[config.mk]
export PLATFORM = sky130hd
export DESIGN_NAME = sirc_ir_frame_transmitter
export DESIGN_NICKNAME = d
export VERILOG_FILES = /design/src/rtl/sirc_pkg.sv /design/src/rtl/sirc_front.sv /design/src/rtl/sirc_engine.sv /design/src/rtl/sirc_ir_frame_transmitter.sv
export SDC_FILE = /design/constraint.sdc
export NUM_CORES = 1
export LEC_CHECK = 0
export ABC_AREA = 1
export BUFFER_PORTS_ARGS = -buffer_cell sky130_fd_sc_hd__buf_2
export CAP_MARGIN = 15
export CORE_MARGIN = 2
export CORE_UTILIZATION = 64
export CTS_BUF_LIST = sky130_fd_sc_hd__clkbuf_4
export DETAILED_ROUTE_END_ITERATION = 10
export MAX_ROUTING_LAYER = met4
export PLACE_DENSITY = 0.83
export RECOVER_POWER = 100
export REMOVE_ABC_BUFFERS = 1
export SYNTH_ARGS = -nofsm -noshare
export SYNTH_HDL_FRONTEND = slang
export SYNTH_SLANG_ARGS = --single-unit
[constraint.sdc]
create_clock -name clock -period 3.2 [get_ports clock]
set_input_delay 0.16 -clock clock [delete_from_list [all_inputs] [get_ports clock]]
set_output_delay 0.16 -clock clock [all_outputs]
set_load 0.02 [all_outputs]
[src/rtl/sirc_pkg.sv]
// Shared types, constants and helpers for the pulse-width IR frame transmitter.
// Used by every module of the block; depends on nothing else.
package sirc_pkg;

   // Field widths fixed by the interface.
   localparam int KEY_CODE_W    = 7;
   localparam int DEVICE_CODE_W = 5;
   localparam int FIELD_MAX_W   = 8;

   // Default frame layout: command bits first, then address bits.
   localparam int COMMAND_BITS_DEF = 7;
   localparam int ADDRESS_BITS_DEF = 5;

   // Timer widths.
   localparam int CYCLE_W = 8;
   localparam int TICK_W  = 12;

   // Configuration port.
   localparam int CSR_INDEX_W = 3;
   localparam int CSR_DATA_W  = 12;

   localparam logic [CSR_INDEX_W-1:0] CSR_CARRIER_HIGH = 3'd0;
   localparam logic [CSR_INDEX_W-1:0] CSR_CARRIER_LOW  = 3'd1;
   localparam logic [CSR_INDEX_W-1:0] CSR_GAP_TICKS    = 3'd2;
   localparam logic [CSR_INDEX_W-1:0] CSR_START_CYCLES = 3'd3;
   localparam logic [CSR_INDEX_W-1:0] CSR_ZERO_CYCLES  = 3'd4;
   localparam logic [CSR_INDEX_W-1:0] CSR_ONE_CYCLES   = 3'd5;

   localparam logic [CYCLE_W-1:0] CARRIER_HIGH_RST = 8'd12;
   localparam logic [CYCLE_W-1:0] CARRIER_LOW_RST  = 8'd11;
   localparam logic [TICK_W-1:0]  GAP_TICKS_RST    = 12'd600;
   localparam logic [CYCLE_W-1:0] START_CYCLES_RST = 8'd96;
   localparam logic [CYCLE_W-1:0] ZERO_CYCLES_RST  = 8'd24;
   localparam logic [CYCLE_W-1:0] ONE_CYCLES_RST   = 8'd48;

   // Depth of the queue between the front and the frame engine.
   localparam int QUEUE_DEPTH = 2;

   typedef enum logic {
      OP_TICK,
      OP_SEND
   } op_type;

   typedef enum logic [1:0] {
      PHASE_IDLE,
      PHASE_BURST,
      PHASE_GAP
   } phase_type;

   typedef struct packed {
      logic                     cmd;
      logic [KEY_CODE_W-1:0]    key_code;
      logic [DEVICE_CODE_W-1:0] device_code;
   } req_type;

   typedef struct packed {
      logic led_level;
      logic busy_res;
      logic accepted;
   } rsp_type;

   // Classified beat as it waits in the queue.
   typedef struct packed {
      op_type                   op;
      logic [KEY_CODE_W-1:0]    key_code;
      logic [DEVICE_CODE_W-1:0] device_code;
   } item_type;

   // Queue head as seen by the frame engine.
   typedef struct packed {
      logic     valid;
      item_type item;
   } head_type;

   // A count of zero behaves as a count of one.
   function automatic logic [CYCLE_W-1:0] at_least_one(input logic [CYCLE_W-1:0] v);
      return (v == '0) ? CYCLE_W'(1) : v;
   endfunction

endpackage

[src/rtl/sirc_front.sv]
// Input side of the IR frame transmitter: accepts request beats, classifies
// them as tick or send and holds them in a short queue. Uses sirc_pkg.
module sirc_front (
   input  logic              clock,
   input  logic              reset,
   input  logic              req_valid,
   output logic              req_stall,
   input  sirc_pkg::req_type req_payload,
   output sirc_pkg::head_type head,
   input  logic              head_pop
);
   import sirc_pkg::*;

   localparam int PTR_W = (QUEUE_DEPTH > 1) ? $clog2(QUEUE_DEPTH) : 1;
   localparam int CNT_W = $clog2(QUEUE_DEPTH + 1);

   item_type          entries_ff [QUEUE_DEPTH];
   logic [PTR_W-1:0]  wr_ptr_ff, wr_ptr_in;
   logic [PTR_W-1:0]  rd_ptr_ff, rd_ptr_in;
   logic [CNT_W-1:0]  count_ff, count_in;
   logic              push;
   item_type          classified;

   assign req_stall = (count_ff == CNT_W'(QUEUE_DEPTH));
   assign push      = req_valid && !req_stall;

   // Operands of a tick beat carry no meaning and are dropped.
   always_comb begin
      classified.op          = req_payload.cmd ? OP_SEND : OP_TICK;
      classified.key_code    = req_payload.cmd ? req_payload.key_code : '0;
      classified.device_code = req_payload.cmd ? req_payload.device_code : '0;
   end

   always_comb begin
      wr_ptr_in = wr_ptr_ff;
      rd_ptr_in = rd_ptr_ff;
      count_in  = count_ff;
      if (push) begin
         wr_ptr_in = (wr_ptr_ff == PTR_W'(QUEUE_DEPTH - 1)) ? '0 : wr_ptr_ff + PTR_W'(1);
      end
      if (head_pop) begin
         rd_ptr_in = (rd_ptr_ff == PTR_W'(QUEUE_DEPTH - 1)) ? '0 : rd_ptr_ff + PTR_W'(1);
      end
      if (push && !head_pop) begin
         count_in = count_ff + CNT_W'(1);
      end else if (!push && head_pop) begin
         count_in = count_ff - CNT_W'(1);
      end
   end

   always_ff @(posedge clock) begin
      if (reset) begin
         wr_ptr_ff <= '0;
         rd_ptr_ff <= '0;
         count_ff  <= '0;
      end else begin
         wr_ptr_ff <= wr_ptr_in;
         rd_ptr_ff <= rd_ptr_in;
         count_ff  <= count_in;
      end
   end

   always_ff @(posedge clock) begin
      if (push) begin
         entries_ff[wr_ptr_ff] <= classified;
      end
   end

   assign head.valid = (count_ff != '0);
   assign head.item  = entries_ff[rd_ptr_ff];

   a_no_pop_when_empty: assert property (@(posedge clock) disable iff (reset)
      head_pop |-> count_ff != '0)
      else $error("queue popped while empty");

   a_count_bounded: assert property (@(posedge clock) disable iff (reset)
      count_ff <= CNT_W'(QUEUE_DEPTH))
      else $error("queue count beyond its depth");

   a_pointers_meet: assert property (@(posedge clock) disable iff (reset)
      (count_ff == '0 || count_ff == CNT_W'(QUEUE_DEPTH)) |-> wr_ptr_ff == rd_ptr_ff)
      else $error("queue pointers disagree with the count");

endmodule

[src/rtl/sirc_engine.sv]
// Frame engine of the IR frame transmitter: holds the configuration registers,
// runs the burst/gap sequencer one beat per cycle while its result is not held
// by a stall, and registers each result. Uses sirc_pkg.
module sirc_engine #(
   parameter int COMMAND_BITS = sirc_pkg::COMMAND_BITS_DEF,
   parameter int ADDRESS_BITS = sirc_pkg::ADDRESS_BITS_DEF
) (
   input  logic                                 clock,
   input  logic                                 reset,
   input  sirc_pkg::head_type                    head,
   output logic                                 head_pop,
   input  logic                                 csr_write_en,
   input  logic [sirc_pkg::CSR_INDEX_W-1:0]     csr_index,
   input  logic [sirc_pkg::CSR_DATA_W-1:0]      csr_wdata,
   output logic                                 rsp_valid,
   input  logic                                 rsp_stall,
   output sirc_pkg::rsp_type                     rsp_payload
);
   import sirc_pkg::*;

   localparam int FRAME_BITS  = COMMAND_BITS + ADDRESS_BITS;
   localparam int BITS_LEFT_W = $clog2(FRAME_BITS + 1);

   // Configuration registers.
   logic [CYCLE_W-1:0] carrier_high_ff, carrier_low_ff;
   logic [TICK_W-1:0]  gap_ticks_ff;
   logic [CYCLE_W-1:0] start_cycles_ff, zero_cycles_ff, one_cycles_ff;

   // Sequencer state.
   phase_type              phase_ff, phase_in;
   logic [FRAME_BITS-1:0]  frame_shift_ff, frame_shift_in;
   logic [BITS_LEFT_W-1:0] bits_left_ff, bits_left_in;
   logic [CYCLE_W-1:0]     cycle_count_ff, cycle_count_in;
   logic [TICK_W-1:0]      tick_count_ff, tick_count_in;
   logic                   carrier_on_ff, carrier_on_in;

   // Result register.
   logic    rsp_valid_ff, rsp_valid_in;
   rsp_type rsp_payload_ff;
   rsp_type result;

   logic                   burst_done, gap_done;
   logic [TICK_W-1:0]      tick_dec;
   logic [CYCLE_W-1:0]     cycle_dec;
   logic [FIELD_MAX_W-1:0] key_ext, dev_ext;
   logic [FRAME_BITS-1:0]  frame_word;

   always_ff @(posedge clock) begin
      if (reset) begin
         carrier_high_ff <= CARRIER_HIGH_RST;
         carrier_low_ff  <= CARRIER_LOW_RST;
         gap_ticks_ff    <= GAP_TICKS_RST;
         start_cycles_ff <= START_CYCLES_RST;
         zero_cycles_ff  <= ZERO_CYCLES_RST;
         one_cycles_ff   <= ONE_CYCLES_RST;
      end else if (csr_write_en) begin
         unique case (csr_index)
            CSR_CARRIER_HIGH: carrier_high_ff <= csr_wdata[CYCLE_W-1:0];
            CSR_CARRIER_LOW:  carrier_low_ff  <= csr_wdata[CYCLE_W-1:0];
            CSR_GAP_TICKS:    gap_ticks_ff    <= csr_wdata[TICK_W-1:0];
            CSR_START_CYCLES: start_cycles_ff <= csr_wdata[CYCLE_W-1:0];
            CSR_ZERO_CYCLES:  zero_cycles_ff  <= csr_wdata[CYCLE_W-1:0];
            CSR_ONE_CYCLES:   one_cycles_ff   <= csr_wdata[CYCLE_W-1:0];
            default: ;
         endcase
      end
   end

   // A beat is taken from the queue whenever the result register can be refilled.
   assign head_pop     = head.valid && (!rsp_valid_ff || !rsp_stall);
   assign rsp_valid_in = head_pop || (rsp_valid_ff && rsp_stall);

   assign key_ext    = FIELD_MAX_W'(head.item.key_code);
   assign dev_ext    = FIELD_MAX_W'(head.item.device_code);
   assign frame_word = {dev_ext[ADDRESS_BITS-1:0], key_ext[COMMAND_BITS-1:0]};

   assign tick_dec  = (tick_count_ff != '0) ? tick_count_ff - TICK_W'(1) : tick_count_ff;
   assign cycle_dec = (cycle_count_ff != '0) ? cycle_count_ff - CYCLE_W'(1) : cycle_count_ff;

   always_comb begin
      phase_in        = phase_ff;
      frame_shift_in  = frame_shift_ff;
      bits_left_in    = bits_left_ff;
      cycle_count_in  = cycle_count_ff;
      tick_count_in   = tick_count_ff;
      carrier_on_in   = carrier_on_ff;
      result          = '0;
      burst_done      = 1'b0;
      gap_done        = 1'b0;

      if (head_pop) begin
         if (head.item.op == OP_SEND) begin
            result.busy_res = 1'b1;
            if (phase_ff == PHASE_IDLE) begin
               frame_shift_in  = frame_word;
               bits_left_in    = BITS_LEFT_W'(FRAME_BITS);
               phase_in        = PHASE_BURST;
               cycle_count_in  = at_least_one(start_cycles_ff);
               tick_count_in   = TICK_W'(at_least_one(carrier_high_ff));
               carrier_on_in   = 1'b1;
               result.accepted = 1'b1;
            end else begin
               result.led_level = (phase_ff == PHASE_BURST) && carrier_on_ff;
            end
         end else begin
            unique case (phase_ff)
               PHASE_BURST: begin
                  result.busy_res  = 1'b1;
                  result.led_level = carrier_on_ff;
                  tick_count_in    = tick_dec;
                  if (tick_dec == '0) begin
                     if (carrier_on_ff) begin
                        carrier_on_in = 1'b0;
                        tick_count_in = TICK_W'(at_least_one(carrier_low_ff));
                     end else begin
                        cycle_count_in = cycle_dec;
                        if (cycle_dec == '0) begin
                           burst_done = 1'b1;
                        end else begin
                           carrier_on_in = 1'b1;
                           tick_count_in = TICK_W'(at_least_one(carrier_high_ff));
                        end
                     end
                  end
               end
               PHASE_GAP: begin
                  result.busy_res = 1'b1;
                  tick_count_in   = tick_dec;
                  if (tick_dec == '0) begin
                     gap_done = 1'b1;
                  end
               end
               default: begin
                  phase_in       = PHASE_IDLE;
                  frame_shift_in = '0;
                  bits_left_in   = '0;
                  cycle_count_in = '0;
                  tick_count_in  = '0;
                  carrier_on_in  = 1'b0;
               end
            endcase
         end

         // End of a burst opens the gap; an empty gap closes at once.
         if (burst_done) begin
            phase_in       = PHASE_GAP;
            carrier_on_in  = 1'b0;
            cycle_count_in = '0;
            tick_count_in  = gap_ticks_ff;
            if (gap_ticks_ff == '0) begin
               gap_done = 1'b1;
            end
         end

         if (gap_done) begin
            if (bits_left_ff == '0) begin
               phase_in       = PHASE_IDLE;
               frame_shift_in = '0;
               bits_left_in   = '0;
               cycle_count_in = '0;
               tick_count_in  = '0;
               carrier_on_in  = 1'b0;
            end else begin
               frame_shift_in = frame_shift_ff >> 1;
               bits_left_in   = bits_left_ff - BITS_LEFT_W'(1);
               phase_in       = PHASE_BURST;
               cycle_count_in = at_least_one(frame_shift_ff[0] ? one_cycles_ff
                                                               : zero_cycles_ff);
               carrier_on_in  = 1'b1;
               tick_count_in  = TICK_W'(at_least_one(carrier_high_ff));
            end
         end
      end
   end

   always_ff @(posedge clock) begin
      if (reset) begin
         phase_ff       <= PHASE_IDLE;
         frame_shift_ff <= '0;
         bits_left_ff   <= '0;
         cycle_count_ff <= '0;
         tick_count_ff  <= '0;
         carrier_on_ff  <= 1'b0;
         rsp_valid_ff   <= 1'b0;
      end else begin
         phase_ff       <= phase_in;
         frame_shift_ff <= frame_shift_in;
         bits_left_ff   <= bits_left_in;
         cycle_count_ff <= cycle_count_in;
         tick_count_ff  <= tick_count_in;
         carrier_on_ff  <= carrier_on_in;
         rsp_valid_ff   <= rsp_valid_in;
      end
   end

   always_ff @(posedge clock) begin
      if (head_pop) begin
         rsp_payload_ff <= result;
      end
   end

   assign rsp_valid   = rsp_valid_ff;
   assign rsp_payload = rsp_payload_ff;

   a_accept_starts_burst: assert property (@(posedge clock) disable iff (reset)
      head_pop && result.accepted |=> phase_ff == PHASE_BURST && carrier_on_ff)
      else $error("accepted frame did not start with a lit burst");

   a_idle_is_clean: assert property (@(posedge clock) disable iff (reset)
      phase_ff == PHASE_IDLE |-> bits_left_ff == '0 && !carrier_on_ff)
      else $error("idle sequencer holds frame state");

   a_burst_counters_live: assert property (@(posedge clock) disable iff (reset)
      phase_ff == PHASE_BURST |-> tick_count_ff != '0 && cycle_count_ff != '0)
      else $error("burst running with an exhausted counter");

endmodule

[src/rtl/sirc_ir_frame_transmitter.sv]
// Top level of the pulse-width IR frame transmitter: joins the request queue
// and the frame engine. Uses sirc_pkg, sirc_front and sirc_engine.
//
// Every request beat yields exactly one response beat, in order. A tick beat
// advances the frame by one timebase tick and reports the LED level for that
// tick; a send beat starts a frame when idle (accepted = 1) and is otherwise
// refused. The block sustains one beat per clock unless a response stalls: the
// engine updates its whole state for each beat it takes, and a two-entry queue
// in front keeps the input flowing while a response is held by a stall. With
// no stalls, a taken request passes its queue entry, then the result register,
// before its response is valid. The user must write configuration only while
// no beat is in flight; the block does not enforce this. A write made during a
// frame takes effect when the next burst, carrier half or gap is loaded.
module sirc_ir_frame_transmitter #(
   parameter int COMMAND_BITS = sirc_pkg::COMMAND_BITS_DEF,
   parameter int ADDRESS_BITS = sirc_pkg::ADDRESS_BITS_DEF
) (
   input  logic                             clock,
   input  logic                             reset,
   input  logic                             req_valid,
   output logic                             req_stall,
   input  sirc_pkg::req_type                 req_payload,
   output logic                             rsp_valid,
   input  logic                             rsp_stall,
   output sirc_pkg::rsp_type                 rsp_payload,
   input  logic                             csr_write_en,
   input  logic [sirc_pkg::CSR_INDEX_W-1:0] csr_index,
   input  logic [sirc_pkg::CSR_DATA_W-1:0]  csr_wdata
);
   import sirc_pkg::*;

   head_type head;
   logic     head_pop;

   sirc_front u_front (
      .clock       (clock),
      .reset       (reset),
      .req_valid   (req_valid),
      .req_stall   (req_stall),
      .req_payload (req_payload),
      .head        (head),
      .head_pop    (head_pop)
   );

   sirc_engine #(
      .COMMAND_BITS (COMMAND_BITS),
      .ADDRESS_BITS (ADDRESS_BITS)
   ) u_engine (
      .clock        (clock),
      .reset        (reset),
      .head         (head),
      .head_pop     (head_pop),
      .csr_write_en (csr_write_en),
      .csr_index    (csr_index),
      .csr_wdata    (csr_wdata),
      .rsp_valid    (rsp_valid),
      .rsp_stall    (rsp_stall),
      .rsp_payload  (rsp_payload)
   );

endmodule
# Yosys cells after proc, flatten, opt, wreduce, memory -nomap -nowiden
# Memories as Yosys holds them, arrays and structs flattened. A register that Yosys moved wholly into a read port is not among the register bits.
# Cells that the tools add are included.
[op_classes]
addsub = 7
n_eq_ne = 15
muxes = 77
reduce_logical = 39
[op_table]
columns = ["op", "count"]
rows = [
  ["$mux 12", 12],
  ["$mux 8", 14],
  ["$logic_not 8->1", 5],
  ["$mux 1", 32],
  ["$logic_not 12->1", 2],
  ["$pmux 12 s2", 1],
  ["$mux 4", 5],
  ["$mux 2", 8],
  ["$pmux 8 s2", 1],
  ["$reduce_and 2->1", 7],
  ["$reduce_bool 12->1", 1],
  ["$sub 12x1->12 const B", 1],
  ["$mux 11", 1],
  ["$ne 5x5->1 const B", 2],
  ["$ne 4x1->1 const B", 2],
  ["$reduce_bool 8->1", 1],
  ["$sub 8x1->8 const B", 1],
  ["$mux 7", 1],
  ["$eq 3x2->1 const B", 2],
  ["$eq 3x3->1 const B", 2],
  ["$logic_and 1x1->1", 6],
  ["$ne 3x1->1 const B", 2],
  ["$reduce_and 3->1", 2],
  ["$logic_not 1->1", 5],
  ["18 further kinds", 22],
]
[totals]
register_bits = 99
ramBits = 26
inputBits = 33
out_inout_bits = 5
word_cells = 158
n_memories = 1
[mem_list]
columns = ["name", "words", "word_bits", "rd", "rd_ports_with_merged_regs", "wr", "line_no", "rtl"]
rows = [
  ["u_front.entries_ff", 2, 13, 1, 1, 1, "sirc_front.sv:17", "item_type entries_ff [QUEUE_DEPTH];"],
]

# Logic depth before layout (Yosys ltp)
[depth]
depth_word = 13
mapped_depth = 21
depth_no_buf = 21

# By module
# From an unflattened synthesis, not the netlist that was laid out.
[unflattened]
cells_unflattened = 1050
hier_area_um2 = 7216.9
[by_module_without_submodules]
columns = ["mod", "instances", "cells_per_inst", "area_per_inst_um2", "seq_area_each_um2"]
rows = [
  ["sirc_engine", 1, 950, 5906.9, 1931.9],
  ["sirc_front", 1, 100, 1310.0, 880.8],
]

# Worst setup path before layout
# OpenSTA, ideal clock, no wires.
[synth_path]
path_type = "register to register"
from = "reg u_engine.cycle_count_ff[0]"
to = "reg u_engine.frame_shift_ff[10]"
setup_time_ns = 0.112
t_arrival_ns = 2.229
required_ns = 3.088
path_slack_ns = 0.859
stages_incl_launch_ff = 19
n_path_buf = 1
period_less_slack_ns = 2.341
path_cell_list = "dfxtp_1 -> inv_1 -> ha_1 -> nand2_1 -> nor2_2 -> nand2_1 -> nand3_1 -> nand2_1 -> nor2_1 -> nand3_1 -> nor2_2 -> nand2_2 -> nand2_4 -> nand2_4 -> nand2_2 -> nand2_4 -> buf_2 -> nor2_1 -> nor2_1"
[synth_between]
elab_chain_len = 13
word_cells_on_any_way = 16
classes_between = "1 x add/sub; 2 x eq/ne; 10 x mux; 3 x reduce/logical"
[synth_rtl]
columns = ["item", "line_no", "rtl"]
rows = [
  ["from (decl)", "sirc_engine.sv:33", "logic [CYCLE_W-1:0] cycle_count_ff, cycle_count_in;"],
  ["from (signal assigned)", "sirc_engine.sv:189", "cycle_count_ff <= cycle_count_in;"],
  ["$sub 8x1->8 or $reduce_bool 8->1 (tied branches)", "sirc_engine.sv:78", "assign cycle_dec = (cycle_count_ff != '0) ? cycle_count_ff - CYCLE_W'(1) : cycle_count_ff;"],
  ["$mux 8 (*)", "sirc_engine.sv:78", ""],
  ["$logic_not 8->1 (*)", "sirc_engine.sv:117", "if (cycle_dec == '0) begin"],
  ["$mux 1 (*)", "sirc_engine.sv:117", ""],
  ["$mux 1 (*)", "sirc_engine.sv:112", "if (carrier_on_ff) begin"],
  ["$mux 1 (*)", "sirc_engine.sv:111", "if (tick_dec == '0) begin"],
  ["$mux 1 (*)", "sirc_engine.sv:106", "unique case (phase_ff)"],
  ["$mux 1 (*)", "sirc_engine.sv:92", "if (head.item.op == OP_SEND) begin"],
  ["$mux 1 (*)", "sirc_engine.sv:91", "if (head_pop) begin"],
  ["$mux 1 (*)", "sirc_engine.sv:145", "if (burst_done) begin"],
  ["$mux 1 (*)", "sirc_engine.sv:91", ""],
  ["$ne 3x1->1 (no source line)", "--", ""],
  ["$reduce_and 3->1 (no source line)", "--", ""],
  ["to (signal assigned)", "sirc_engine.sv:187", "frame_shift_ff <= frame_shift_in;"],
  ["to (decl)", "sirc_engine.sv:31", "logic [FRAME_BITS-1:0] frame_shift_ff, frame_shift_in;"],
]
# Mark *: on every way between the ends. The rest lies on a longest branch, timed or not. The select of a mux whose other input is x is not followed.
# A chain may end at the register's enable or synchronous reset.

# Worst setup path in the final report
[layout_path]
from = "reg u_engine.tick_count_ff[0]"
to = "reg u_engine.bits_left_ff[1]"
[layout_between]
elab_chain_len = 11
word_cells_on_any_way = 18
classes_between = "1 x add/sub; 2 x eq/ne; 12 x mux; 3 x reduce/logical"
[layout_rtl]
columns = ["item", "line_no", "rtl"]
rows = [
  ["from (decl)", "sirc_engine.sv:34", "logic [TICK_W-1:0] tick_count_ff, tick_count_in;"],
  ["from (signal assigned)", "sirc_engine.sv:190", "tick_count_ff <= tick_count_in;"],
  ["$sub 12x1->12 or $reduce_bool 12->1 (tied branches)", "sirc_engine.sv:77", "assign tick_dec = (tick_count_ff != '0) ? tick_count_ff - TICK_W'(1) : tick_count_ff;"],
  ["$mux 12 (*)", "sirc_engine.sv:77", ""],
  ["$logic_not 12->1 (*)", "sirc_engine.sv:111, sirc_engine.sv:129", ""],
  ["$mux 1 (on tied branches)", "sirc_engine.sv:129, sirc_engine.sv:111", ""],
  ["$mux 1", "sirc_engine.sv:106", ""],
  ["$mux 1", "sirc_engine.sv:92", ""],
  ["$mux 1 (on tied branches)", "sirc_engine.sv:150, sirc_engine.sv:91", ""],
  ["$mux 1 (*)", "sirc_engine.sv:145", ""],
  ["$mux 1 (*)", "sirc_engine.sv:91", ""],
  ["$ne 3x1->1 (no source line)", "--", ""],
  ["$reduce_and 3->1 (no source line)", "--", ""],
  ["to (signal assigned)", "sirc_engine.sv:188", "bits_left_ff <= bits_left_in;"],
  ["to (decl)", "sirc_engine.sv:32", "logic [BITS_LEFT_W-1:0] bits_left_ff, bits_left_in;"],
]
# Marked as above.

==> impl_metrics.toml <==
[finish]
fin_nets = 1118
antennaDiodeCount = 0
area_delta_synth_final_pct = 12.3
utilization_pct = 74.4
design_area_sq_mm = 0.00772
layout-drive-gt1-share_pct = 9.54
n_fill_cell = 837

[sta]
slew_viol_final = 0
final.min_clock_period_ns = 2.92
maxSlewHeadroom_pct = 2.38
hold_viol_final = 0
tightest_slew_ns = 1.46
clock_skew_ns = 0.0230
setup_viol = 0
fin_crit_sh_pct = 91.2
holdWs_ns = 0.0435
fmax_mhz = 343
rsz0062_at_grt = "false"

[floorplan]
rows = 37
core_area_sq_mm = 0.0104
die-width_microns = 108
start_util_pct = 66.2
dieArea_sq_mm = 0.0116
fp.dieH_microns = 108
io_pins = 38

[cts]
clk_pin_slew_ns = 0.12
cts_tree = "built"
numCtsBuffers = 17
htreeDepth = 4
clockBufferDepth = 2
cts.sinks = 126
clock_latency_ns = 0.55
cts-root-buf = "clkbuf_4"
post-cts-setup-buffers = 0

[synth]
synth_simple_gate_area_share_pct = 28.7
synth_cell_types = 33
syn-cell-area_sq_mm = 0.00687
synth_xor_area_share_pct = 0.510
synth_seq_cells = 126
synth.most_common_cell = "nand2_1"
synth.area.top_cells = "dfxtp_1 (28%), edfxtp_1 (13%), nand2_1 (12%)"
ys_seq_area_share_pct = 40.9
synth_edf_count = 29
async_reset_ff_share_pct = 0
synth_top_family_by_area = "simple AND/OR/NAND/NOR gates"
synthMuxAreaShare_pct = 0.146
syn_inst = 1016
synthAdderAreaFrac_pct = 1.46
synth_top_cells_by_count = "nand2_1 (224), inv_1 (144), nor2_1 (138), o21ai_0 (116), dfxtp_1 (97)"
synth.largest_area_cell = "dfxtp_1"
syn-mean-instance-area_sq_um = 6.76
synth_compound_area_share_pct = 17.6
yosys_most_used_dff = "dfxtp_1"
synth_top_area_share_pct = 28.3
ys_warn_count = 0

[critical_path]
cp_common_cell = "nand2_1"
crit_slowest_cell = "dfxtp_1"
start_kind = "flip-flop"
required_ns = 3.66
cp-end-kind = "flip-flop"
path_cells = "inv_1, ha_1, nand2_2, nor2_2, nand3_2, nand2_1, nand2_1, inv_1, nand2_1, nor2_2, nand3_2, nand2_4, nand2_8, nand2_2, nand2_8, inv_2, nand2_1, nand2_1, nor2_1"
worstPathArrival_ns = 3.37
crit_buf_inv = 3
crit_family = "simple AND/OR/NAND/NOR gates"
worstSetupPathType = "reg2reg"
cpPeakStageDelay_ns = 0.34
crit_fanout = 28

[global_routing]
grt_max_degree = 41
antenna_found_initial = 0
overflow = 0
grt_pass1_wl_microns = 28900
grt.total_usage_pct = 32.9
grt_pass1_vias = 6186

[routing]
wl_per_cell_microns = 14.4
num_vias = 6697
drt_iter0_drc = 693
post-route-drc-count = 0
wirelength_microns = 17700
dr.pass1.iters = 5
via_per_inst = 5.46
postRouteAntennaNets = 0

[status]
status = "complete, no violations"

[pwr]
p_leak_nw = 3.56
max-vdd-ir-drop_v = 0.000695
cellPowerDensity_mw_per_mm2 = 910

[run]
maxCapViolCount = 0

[place]
dpl.hpwl_microns = 12200
dpl-instance-area_sq_mm = 0.00715
io_buffers = 37
gp_congestion = 0.927

[worst_hold_path]
hp-class = "in2reg"
flip-flops by register name, indices dropped and copies added, names as in the netlist, 3 cells and up, named ones only:
name	flops
u_front.entries_ff	26
u_engine.gap_ticks_ff	12
u_engine.one_cycles_ff	8
u_engine.zero_cycles_ff	8
u_engine.carrier_high_ff	8
u_engine.rsp_payload	3
u_engine.frame_shift_ff	12
u_engine.tick_count_ff	12
u_engine.carrier_low_ff	8
u_engine.cycle_count_ff	8
u_engine.start_cycles_ff	8
u_engine.bits_left_ff	4
layer usage:
metal | vias up | global-route usage, % | wire, microns
met5 | - | - | 0
li1 | 3417 | - | -
met3 | 61 | 6.66 | 1070
met4 | 0 | 14.6 | 650
met2 | 247 | 51.8 | 8350
met1 | 2972 | 41.3 | 7580
metrics by stage:
step           std cells  setup TNS [ns]  setup slack, ns  power (W)
2_1_floorplan        980           -5.29           -0.393    0.00494
3_3_place_gp        1165               0            0.243    0.00584
3_5_place_dp        1165               0            0.180    0.00586
4_1_cts             1226               0            0.152    0.00695
5_1_grt             1226               0           0.0184    0.00765
6_report            1226               0            0.282    0.00702
layout make-up:
type | count | area (sq um) | area share [%]
Sequential cell | 126 | 2810 | 36.5
Inverter | 150 | 563 | 7.30
Timing Repair Buffer | 78 | 546 | 7.07
Tap cell | 136 | 170 | 2.21
Clock buffer | 17 | 128 | 1.65
Clock inverter | 15 | 138 | 1.78
Multi-Input combinational cell | 704 | 3360 | 43.5
final timing paths:
check | startpoint | endpoint | slack (ns) | cells after the start
min reg2reg | u_engine.start_cycles_ff[0]$_SDFFE_PP0P_ | u_engine.start_cycles_ff[0]$_SDFFE_PP0P_ | 0.46 | 2
max | u_engine.tick_count_ff[0]$_SDFFE_PP0P_ | u_engine.bits_left_ff[1]$_SDFFE_PP0P_ | 0.28 | 19
min | csr_index[0] | u_engine.start_cycles_ff[5]$_SDFFE_PP1P_ | 0.04 | 4
max reg2reg | u_engine.tick_count_ff[0]$_SDFFE_PP0P_ | u_engine.bits_left_ff[1]$_SDFFE_PP0P_ | 0.28 | 19
cells in the final DEF (no fill, tap or decap), types with 9 or more instances in the layout:
cell type	instances
nand2_1	225
dfxtp_1	97
buf_4	9
clkbuf_4	17
clkbuf_1	10
nand4_1	11
o21ai_0	117
buf_2	30
nand3_1	51
a21oi_1	73
edfxtp_1	29
o211ai_1	21
inv_1	142
dlygate4sd3_1	29
nor2_1	138
worst reg2reg max path: stages, from the launching register on:
cell and delay, ns:
dfxtp_1 0.34, inv_1 0.19, ha_1 0.27, nand2_2 0.08, nor2_2 0.11, nand3_2 0.22, nand2_1 0.20, nand2_1 0.08
inv_1 0.05, nand2_1 0.06, nor2_2 0.14, nand3_2 0.20, nand2_4 0.22, nand2_8 0.13, nand2_2 0.13, nand2_8 0.13
inv_2 0.13, nand2_1 0.06, nand2_1 0.06, nor2_1 0.05
where the power goes:
part / internal [W] / switching (W)
logic: 0.00120 / 0.00257
clock network: 0.000397 / 0.000668
registers: 0.00195 / 0.000237
logic make-up after synthesis:
family	after synthesis
XOR/XNOR	4
AND/OR/NAND/NOR	464
buffers and inverters	186
AO/OA/AOI/OAI	227
multiplexers	1
adder cells (fa/ha/maj)	8
flip-flops	126
repair_timing:
| action | in CTS | in global routing |
|---|---|---|
| hold endpoints to repair | 73 | 0 |
| hold buffers | 29 | 0 |
| setup endpoints to repair | 0 | 24 |
| resized for setup | 0 | 7 |
Power figures use the tool's default switching activity.
